### src/rtl/core/packet_rule_classifier_defines.svh
// Assertion macros shared by the packet rule classifier modules.
`ifndef PACKET_RULE_CLASSIFIER_DEFINES_SVH
`define PACKET_RULE_CLASSIFIER_DEFINES_SVH

`ifndef SYNTHESIS

`define PRC_ASSERT(label, cond, msg) \
  label: assert property (@(posedge clk) disable iff (rst) (cond)) else $error(msg);

`define PRC_ASSERT_IMPL(label, ante, cons, msg) \
  label: assert property (@(posedge clk) disable iff (rst) (ante) |-> (cons)) else $error(msg);

`define PRC_ASSERT_NEXT(label, ante, cons, msg) \
  label: assert property (@(posedge clk) disable iff (rst) (ante) |=> (cons)) else $error(msg);

`else

`define PRC_ASSERT(label, cond, msg)
`define PRC_ASSERT_IMPL(label, ante, cons, msg)
`define PRC_ASSERT_NEXT(label, ante, cons, msg)

`endif

`endif

### src/rtl/core/prc_pkg.sv
// Types, constants and helper functions for the packet rule classifier.
`default_nettype none

package prc_pkg;

  localparam int RULE_SLOTS = 128;
  localparam int IDX_W = (RULE_SLOTS > 1) ? $clog2(RULE_SLOTS) : 1;
  localparam int CNT_W = $clog2(RULE_SLOTS + 1);

  localparam int HIT_INDEX_W = 7;
  localparam int RULE_TOTAL_W = 8;

  localparam logic [1:0] REQ_CLASSIFY = 2'd0;
  localparam logic [1:0] REQ_APPEND = 2'd1;
  localparam logic [1:0] REQ_REMOVE = 2'd2;

  localparam logic [1:0] STATUS_DONE = 2'd0;
  localparam logic [1:0] STATUS_FULL = 2'd1;
  localparam logic [1:0] STATUS_EMPTY = 2'd2;

  localparam logic [7:0] PROTO_ICMP = 8'd1;
  localparam logic [7:0] PROTO_TCP = 8'd6;
  localparam logic [7:0] PROTO_UDP = 8'd17;

  typedef struct packed {
    logic        allow;
    logic [5:0]  dst_prefix;
    logic [5:0]  src_prefix;
    logic [7:0]  proto;
    logic [15:0] dport;
    logic [15:0] sport;
    logic [31:0] dst_addr;
    logic [31:0] src_addr;
  } prc_rule_t;

  localparam int RULE_W = $bits(prc_rule_t);

  localparam prc_rule_t DEFAULT_RULE = '{
    allow: 1'b1,
    dst_prefix: 6'd0,
    src_prefix: 6'd0,
    proto: PROTO_TCP,
    dport: 16'd0,
    sport: 16'd0,
    dst_addr: 32'd0,
    src_addr: 32'd0
  };

  typedef struct packed {
    logic init_wr;
    logic load;
    logic scan_start;
    logic scan_step;
    logic finish_plain;
    logic finish_scan;
    logic publish;
  } prc_cmd_t;

  typedef struct packed {
    logic scan_needed;
    logic rd_hit;
    logic rd_last;
    logic out_free;
  } prc_stat_t;

  function automatic logic [31:0] prefix_mask(input logic [5:0] prefix);
    logic [32:0] m;
    m = (33'd1 << prefix) - 33'd1;
    return (prefix >= 6'd32) ? 32'hFFFF_FFFF : m[31:0];
  endfunction

endpackage

`default_nettype wire

### src/rtl/core/prc_ctrl.sv
// Controller state machine that sequences requests, rule scans and result hand-off.
`default_nettype none
`include "packet_rule_classifier_defines.svh"

module prc_ctrl (
  input  wire logic                clk,
  input  wire logic                rst,
  input  wire logic                in_valid,
  output logic                     in_stall,
  input  wire prc_pkg::prc_stat_t  stat,
  output prc_pkg::prc_cmd_t        cmd
);

  import prc_pkg::*;

  typedef enum logic [4:0] {
    S_INIT = 5'b00001,
    S_IDLE = 5'b00010,
    S_EXEC = 5'b00100,
    S_SCAN = 5'b01000,
    S_DONE = 5'b10000
  } state_t;

  state_t state;
  state_t state_next;

  always_ff @(posedge clk) begin
    if (rst) begin
      state <= S_INIT;
    end else begin
      state <= state_next;
    end
  end

  assign in_stall = (state != S_IDLE);

  always_comb begin
    state_next = state;
    cmd = '0;
    case (state)
      S_INIT: begin
        cmd.init_wr = 1'b1;
        state_next = S_IDLE;
      end
      S_IDLE: begin
        if (in_valid) begin
          cmd.load = 1'b1;
          state_next = S_EXEC;
        end
      end
      S_EXEC: begin
        if (stat.scan_needed) begin
          cmd.scan_start = 1'b1;
          state_next = S_SCAN;
        end else begin
          cmd.finish_plain = 1'b1;
          state_next = S_DONE;
        end
      end
      S_SCAN: begin
        if (stat.rd_hit || stat.rd_last) begin
          cmd.finish_scan = 1'b1;
          state_next = S_DONE;
        end else begin
          cmd.scan_step = 1'b1;
        end
      end
      S_DONE: begin
        if (stat.out_free) begin
          cmd.publish = 1'b1;
          state_next = S_IDLE;
        end
      end
      default: begin
        state_next = S_INIT;
      end
    endcase
  end

  `PRC_ASSERT_NEXT(a_init_once, !rst && state == S_INIT, state == S_IDLE, "init did not finish")
  `PRC_ASSERT_NEXT(a_load_exec, cmd.load, state == S_EXEC, "accepted request not executed")
  `PRC_ASSERT_IMPL(a_publish_free, cmd.publish, stat.out_free, "result published over held output")

endmodule

`default_nettype wire

### config.mk
export PLATFORM = sky130hd
export DESIGN_NAME = prc_ctrl
export DESIGN_NICKNAME = d
export VERILOG_FILES = /design/src/rtl/core/prc_pkg.sv /design/src/rtl/core/prc_ctrl.sv
export VERILOG_INCLUDE_DIRS = /design/src /design/src/rtl/core
export SDC_FILE = /design/constraint.sdc
export NUM_CORES = 1
export LEC_CHECK = 0
export BUFFER_PORTS_ARGS = -buffer_cell sky130_fd_sc_hd__buf_2
export CAP_MARGIN = 20
export CORE_AREA = 2 2 39 41
export CTS_CLUSTER_SIZE = 12
export DETAILED_ROUTE_END_ITERATION = 12
export DIE_AREA = 0 0 41 43
export SLEW_MARGIN = 20
export SYNTH_ARGS = -nofsm -noshare
export SYNTH_HDL_FRONTEND = slang
export SYNTH_SLANG_ARGS = --single-unit
### constraint.sdc
create_clock -name clk -period 3.75 [get_ports clk]
set_clock_uncertainty 0.2 [all_clocks]
set_input_delay 0.375 -clock clk [delete_from_list [all_inputs] [get_ports clk]]
set_output_delay 0.375 -clock clk [all_outputs]
set_load 0.05 [all_outputs]
==> results of run 1 <==
==> final cells by class <==
class                           instances  share of cell area (%)
Multi-Input combinational cell         38                   53.87
Clock buffer                            4                   5.600
Timing Repair Buffer                   14                   14.93
Sequential cell                         5                   21.33
Tap cell                               16                   4.267
==> worst register-to-register path, cell delays in order, from the launching register on <==
cell,delay (ns)
dfxtp_1,0.58
nor3b_1,0.29
o21bai_1,0.11
a2111oi_0,0.38
==> cell usage in the layout (no fill, tap or decap) <==
master,instances
and3_1,1
and3b_1,2
nor3_2,1
o21bai_1,1
nor4_1,1
nand3_1,1
or2_2,1
clkbuf_1,1
o311a_1,1
clkbuf_4,3
a2111oi_2,1
a31o_2,1
nor3b_1,1
buf_2,14
o21ai_0,2
nor2b_1,5
o311ai_1,1
and2b_1,1
nor3_1,2
and4_1,1
or4b_4,1
a2111oi_0,1
nor2_1,6
nor4b_1,1
nand2_1,4
nand3b_1,1
dfxtp_1,5
==> kinds of logic after synthesis <==
logic type	Yosys count	share of synthesized area, %
flops	5	27.40
simple gates	30	50.35
compound gates	8	18.84
buf+inv	2	3.424
==> power breakdown <==
part | internal [W] | switching, W
clock | 0.0000402 | 0.0000219
sequential | 0.0000572 | 0.00000642
combinational | 0.0000169 | 0.0000289
==> path summary, 6_finish.rpt <==
path	startpoint	endpoint	cells past startpoint
min reg2reg	state[3]	state[0]	2
max	state[3]	cmd[3]	3
min	rst	state[2]	2
max reg2reg	state[4]	state[4]	3
==> per-stage QoR <==
stage           power (W)  worst slack (ns)
2_1_floorplan  0.00009737            0.9938
3_3_place_gp    0.0001101             1.754
3_5_place_dp    0.0001109             1.732
4_1_cts         0.0001757             1.567
5_1_grt         0.0001833             1.442
6_report        0.0001715             1.568
==> per-layer routing <==
layer	part of all wire, %	track usage (%)
met5	0	0
met4	0	4.000
met3	10	6.283
met2	43	16.25
met1	47	12.58
==> impl.org, run 1 <==
** Status
- Result of the run :: complete, no violations

** Die
- From bottom edge to top edge, the die measures 43 um.
- The floorplan step defined a die boundary enclosing 1763 sq um.
- Once the floorplan was initialized, standard cells occupied 26.40% of the core.
- 15 I/O pins were placed.
- The die is 41 um wide.
- Std cell rows :: 14
- Area inside the core boundary :: 1384 sq um

** Cells and area
- Reg with most FFs :: state
- In the final layout, the share of cells above drive strength 1 is between 30% and 40%.
- Summing all non-filler instances in the final layout gives an area of 469.2 sq um.
- Number of flip-flops in the largest register :: 5
- The net count of the finished layout is just under 70.
- Diodes inserted :: 0
- Relative to the synthesized area, the layout overhead comes to 28.42%.
- Register area :: between 100 and 150 sq um
- Once layout is complete, the cells apart from fillers number 77.
- In the final layout, the multi-input gates occupy 252.7 sq um.
- Measured on the finished design, the core utilization comes to 33.91%.
- The layout has 150 filler cells.
- Largest regs :: state: 5 flops

** Clocking
- Resized Gates After CTS :: 0
- Clock-pin slew reported for the worst setup and hold paths after clock tree synthesis :: about 0.040 ns
- No sink is reached through more buffers than the 2 on the longest clock path.
- Total setup buffers inserted after CTS :: 0
- The clock drives 5 sinks.
- Counting the buffers created by CTS gives 3.
- Worst-Skew Late Latency :: roughly 0.24 ns
- CTS built an H-tree with a depth of 1.
- Number of buffers added to fix hold violations after cts :: 0
- TritonCTS built the clock tree.
- Buffer type at the clock tree root :: clkbuf_4

** Critical path
- Register-to-register path setup slack :: 2.07 ns
- For this run, the slowest stage of the critical path takes 0.51 ns.
- STA classifies the critical path endpoint as an output port.
- Cell class contributing the biggest share of worst-path delay :: simple AND/OR/NAND/NOR gates
- The number of buffers and inverters on the critical path is 1.
- The critical path goes through or4b_4 > nor3_2 > buf_2.
- The critical path in this run is classified as reg -> out.
- CP required :: 3.17 ns
- Type of element launching the critical path :: register
- Arrival time at the worst endpoint :: 1.61 ns
- Slowest cell on the critical path :: or4b_4
- In this run the worst path has a maximum fanout of 8.

** Placement
- Input and output buffers added on the ports amount to 14.
- Number of instances in the placed design :: 73
- Placement Cell Area :: 442.9 sq um
- Post-detail-place hpwl :: 673.7 um
- Routability-driven placement finished with a final weighted congestion of 0.7455.

** Synth
- Summed over its instances, the top area cell type makes up 27.40% of the synthesized netlist area.
- Number of flops mapped to enable cells by yosys :: 0
- dfxtp_1 takes more of the synthesized area than any other cell.
- In the post-synthesis netlist, the cell with the most instances is nor2_1.
- Gate count of the mapped netlist :: 45
- Share of synthesized flip-flops with an asynchronous set or reset :: 0%
- The Yosys step of the flow raised 0 warnings.
- Number of distinct standard cells referenced by the synthesized netlist :: 26
- After synthesis, flip-flops and latches occupy 27.40% of the total area.
- Average footprint of a synthesized cell :: 8.119 sq um
- Sorting the synthesized cells by how often they occur yields nor2_1, dfxtp_1, nor2b_1, nand2_1.
- Ranked by total cell area, the synthesized netlist is headed by dfxtp_1, nor2b_1, nor2_1.
- Ys flop type :: dfxtp_1
- Synthesis inferred 5 register bits.
- Net Count, Synth :: 52
- Cell area after technology mapping :: 365.4 sq um

** STA
- The number of hold violations in the final report was 0.
- Counting I/O delays and the setup requirement, the final critical path takes about 2.2 ns.
- The tightest hold path in the finished design has a slack of 0.1690 ns.
- Number of endpoints failing setup at the final stage :: 0
- In this run the tightest slew margin relative to its limit is between 70 and 80%.
- Peak Freq :: roughly 460 MHz
- Final Max Tran Viols :: 0
- Share of the cycle needed by the critical path after routing :: 58.19%
- Slew at the pin closest to its max-slew limit :: 0.4380 ns
- Setup TNS :: 0 ns
- Setup repair after global routing left no endpoint under its margin.

** Detailed routing
- Average wire per cell in the routed design :: 11.16 um
- Initial DRC count :: 5
- Total via count in the routed design :: 398
- DR DRC count :: 0
- After detailed routing, the number of vias per cell comes to 5.169.
- Number of search-and-repair iterations in the first detailed-routing pass :: 4
- Number of nets with antenna violations after detailed routing :: 0
- Total length of routed wires :: about 860 um

** GRT
- The number of global-route vias before repair was 329.
- Entering global routing, the biggest net connects 14 pins.
- Initial antenna violation count :: 0
- Global routing finished with a remaining overflow of 0.
- First-pass GRT wire length :: 1283 um
- Total Routing Usage GR :: 10.95%

** Min path
- Class of the tightest hold or removal check :: in -> reg

** Pwr
- For this design the static power due to leakage is 0.1977 nW.
- Across the VDD grid, the largest voltage drop is 0.1879 mV.
- For this design the ratio of total power to cell area is 365.5 nW/um^2.

** Job
- MaxCap Viol Count :: 0
No activity file was read; power rests on OpenSTA's default activity.
==> run 2, diff against run 1 <==
- clock period: 3.75 -> 2.1 ns (I/O delays scaled with it)
==> run 2 against run 1 <==
Net effect:
- combinational power rose by 82%
- power rose by 83%
- first-iteration DRC count rose by 20%
- via count rose by 2.8%
- flip-flop and latch count did not move
- core utilization rose by 0.99 points
- cell count rose by 1.3%
- die area did not move
- non-clock buffer count rose by 1
- critical path depth did not move
- largest power group is now the clock network
==> impl.org, run 2 (synthesized netlist as in run 1, its figures left out) <==
** Status
- Result of the run :: complete, no violations

** Critical path
- The critical path ends at cmd[3].
- The signal on the critical path passes through or4b_4 > nor3_2 > buf_2.
- The flop-to-flop setup slack is 0.53 ns (-1.54 ns).
- The worst setup path is launched from a register.
- For this design, the slowest cell found on the critical path is or4b_4.
- Start of the worst register-to-register path :: state[3]
- Buffers plus inverters on the worst setup path :: 1 (unchanged)
- Worst reg2reg endpoint :: state[3]
- Cell class contributing the biggest share of worst-path delay :: simple AND/OR/NAND/NOR gates
- The cell depth of the worst flop-to-flop path is 2 (-1).
- The critical path required time is 1.69 ns (-1.48 ns).
- Launching element of the worst setup path :: state[3]
- The largest driver fanout on the critical path is 8 (unchanged).
- Worst stage delay on the critical path :: 0.52 ns (about the same)
- Startpoint-to-endpoint class of the critical path :: reg -> out
- The worst endpoint data arrival time is 1.62 ns (about the same).
- STA classifies the critical path endpoint as an output port.
- The path length in cells of the critical path is 3 (unchanged).

** Die
- The horizontal extent of the die came to 41 um (unchanged).
- Top-Level Pins :: 15 (unchanged)
- The core footprint was 1384 sq um (unchanged).
- Starting Density :: 26.40% (unchanged)
- The height of the die came to 43 um (unchanged).
- Std cell rows :: 14 (unchanged)
- The area enclosed by the die boundary was 1763 sq um (unchanged).

** GRT
- The largest net degree at the start of global routing is 9 (-5).
- Total Routing Usage GR :: 11.35% (+0.39 points)
- Initial antenna violation count :: 0 (unchanged)
- Total grt overflow :: 0 (unchanged)
- First-pass GRT wire length :: 1304 um (+1.6%)
- The number of global-route vias before repair was 342 (+4.0%).

** STA
- Peak Freq :: 492.2 MHz
- Hold violation count in the final report :: 0 (unchanged)
- The worst hold margin is 0.002767 ns (-0.1663 ns).
- The worst slew margin relative to its limit came to 74.46% (+3.7 points).
- Setup TNS :: 0 ns (unchanged)
- Setup repair after global routing missed its margin :: false
- Slew at the pin closest to its max-slew limit :: 0.3735 ns (-0.06451 ns)
- Min Tclk post-route :: 2.032 ns
- Number of endpoints failing setup at the final stage :: 0 (unchanged)
- Final Max Tran Viols :: 0 (unchanged)
- After layout, the worst path uses 96.76% of the clock period.

** Job
- The max capacitance violation total was 0 (unchanged).

** Detailed routing
- DR DRC count :: 0 (unchanged)
- Number of search-and-repair iterations in the first detailed-routing pass :: 2 (-2)
- The post-route antenna net violation count came to 0 (unchanged).
- The total vias in the final route came to 409 (+2.8%).
- Initial DRC count :: 6 (+1)
- Average wire per cell in the routed design :: 11.86 um (+6.3%)
- Total length of routed wires :: 925 um (+7.7%)
- Drt via density :: 5.244 (+1.4%)

** Pwr
- Power density normalized to cell area :: 651.3 nW/um^2 (+78%)
- Largest voltage drop on the vdd net :: 0.1875 mV (-0.18%)
- Leakage :: 0.2035 nW (+2.9%)

** Clocking
- The count of instances resized after the clock tree is built came to 0 (unchanged).
- In this run the clock root is driven by a clkbuf_4.
- The total number of H-tree levels is 1 (unchanged).
- TritonCTS built the clock tree.
- Clock sinks :: 5 (unchanged)
- The clock-pin slew of the registers on the worst-case setup and hold paths came to 0.05 ns (about the same).
- CTS buffer count :: 3 (unchanged)
- The clock latency of the later-clocked register in the worst-skew pair was 0.25 ns (about the same).
- The maximum buffer depth of the clock tree came to 2 (unchanged).
- Number of buffers added to fix hold violations after cts :: 0 (unchanged)
- Total setup buffers inserted after CTS :: 0 (unchanged)

** Cells and area
- The post-route non-filler standard cell count came to 78 (+1.3%).
- The area growth from synthesis to layout is 32.19%.
- The number of nets in the final layout came to 70 (+1.4%).
- Largest regs :: state: 5 flops
- The final cell utilization of the core came to 34.90% (+0.99 points).
- Reg with most FFs :: state
- Non-Filler Cell Area, Final :: 483.0 sq um (+2.9%)
- Diodes inserted :: 0 (unchanged)
- Number of flip-flops in the largest register :: 5 (unchanged)
- Leaving out fill and tap cells, the most frequent cell in the layout is buf_2.
- Layout filler cell count :: 153 (+2.0%)
- The share of final-layout standard cells stronger than drive strength 1 is 38.71% (+2.6 points).
- Leaving out fill and tap cells, the most frequent cells in the layout are buf_2, nor2_1, nor2b_1, dfxtp_1, nand2_1.

** Placement
- The weighted congestion reported at the end of routability-driven placement came to 0.7344 (-1.5%).
- The placed cell area is 456.7 sq um (+3.1%).
- The total placed cells including tap cells came to 74 (+1.4%).
- The number of buffers inserted by port buffering came to 14 (unchanged).
- Post-detail-place hpwl :: 736.5 um (+9.3%)

** Min path
- The worst hold path belongs to the class in -> reg.
- The worst hold path begins at rst.
run 2: changes by cell type in the layout (fill, tap and decap cells not counted), sizes merged:
cell and change:
buf +1
run 2: power breakdown:
group          internal, W  switching, W  total [W]  leakage (nW)
Combinational    0.0000303     0.0000531  0.0000834         0.148
Sequential        0.000102     0.0000119   0.000114        0.0409
Clock            0.0000722     0.0000450   0.000117        0.0150
run 2: cell type report:
class	count	area (sq um)	area share, %
Clock buffer	4	26.28	5.440
Tap cell	16	20.02	4.145
Timing Repair Buffer	15	77.57	16.06
Multi-Input combinational cell	38	259.0	53.63
Sequential cell	5	100.1	20.73
run 2: worst min path at each step:
stage               end  slack, ns  depth (start not counted)
2_1_floorplan  state[2]       0.08                          1
3_3_place_gp   state[2]       0.27                          2
3_5_place_dp   state[2]       0.26                          2
4_1_cts        state[2]      0.002                          2
5_1_grt        state[2]      0.008                          2
6_report       state[2]      0.003                          2
run 2: metrics by stage:
| step | setup WS, ns | power [W] |
|---|---|---|
| 4_1_cts | 0.06238 | 0.0003156 |
| 2_1_floorplan | 0.07831 | 0.0001745 |
| 3_5_place_dp | 0.3181 | 0.0001995 |
| 6_report | 0.06811 | 0.0003146 |
| 3_3_place_gp | 0.3754 | 0.0001999 |
| 5_1_grt | 0.003498 | 0.0003308 |
run 2: metal layers:
metal / part of all wire [%] / vias up / global-route usage, % / routed length (um)
li1: - / 205 / - / -
met1: 40 / 191 / 10.93 / 372
met2: 52 / 11 / 18.13 / 485
met3: 5.0 / 2 / 3.141 / 46
met4: 2.3 / 0 / 10.00 / 21
met5: 0 / - / 0 / 0
run 2: worst reg2reg max path: stages, from the launching register on:
cell,delay (ns)
dfxtp_1,0.44
or4b_4,0.52
a2111oi_2,0.31
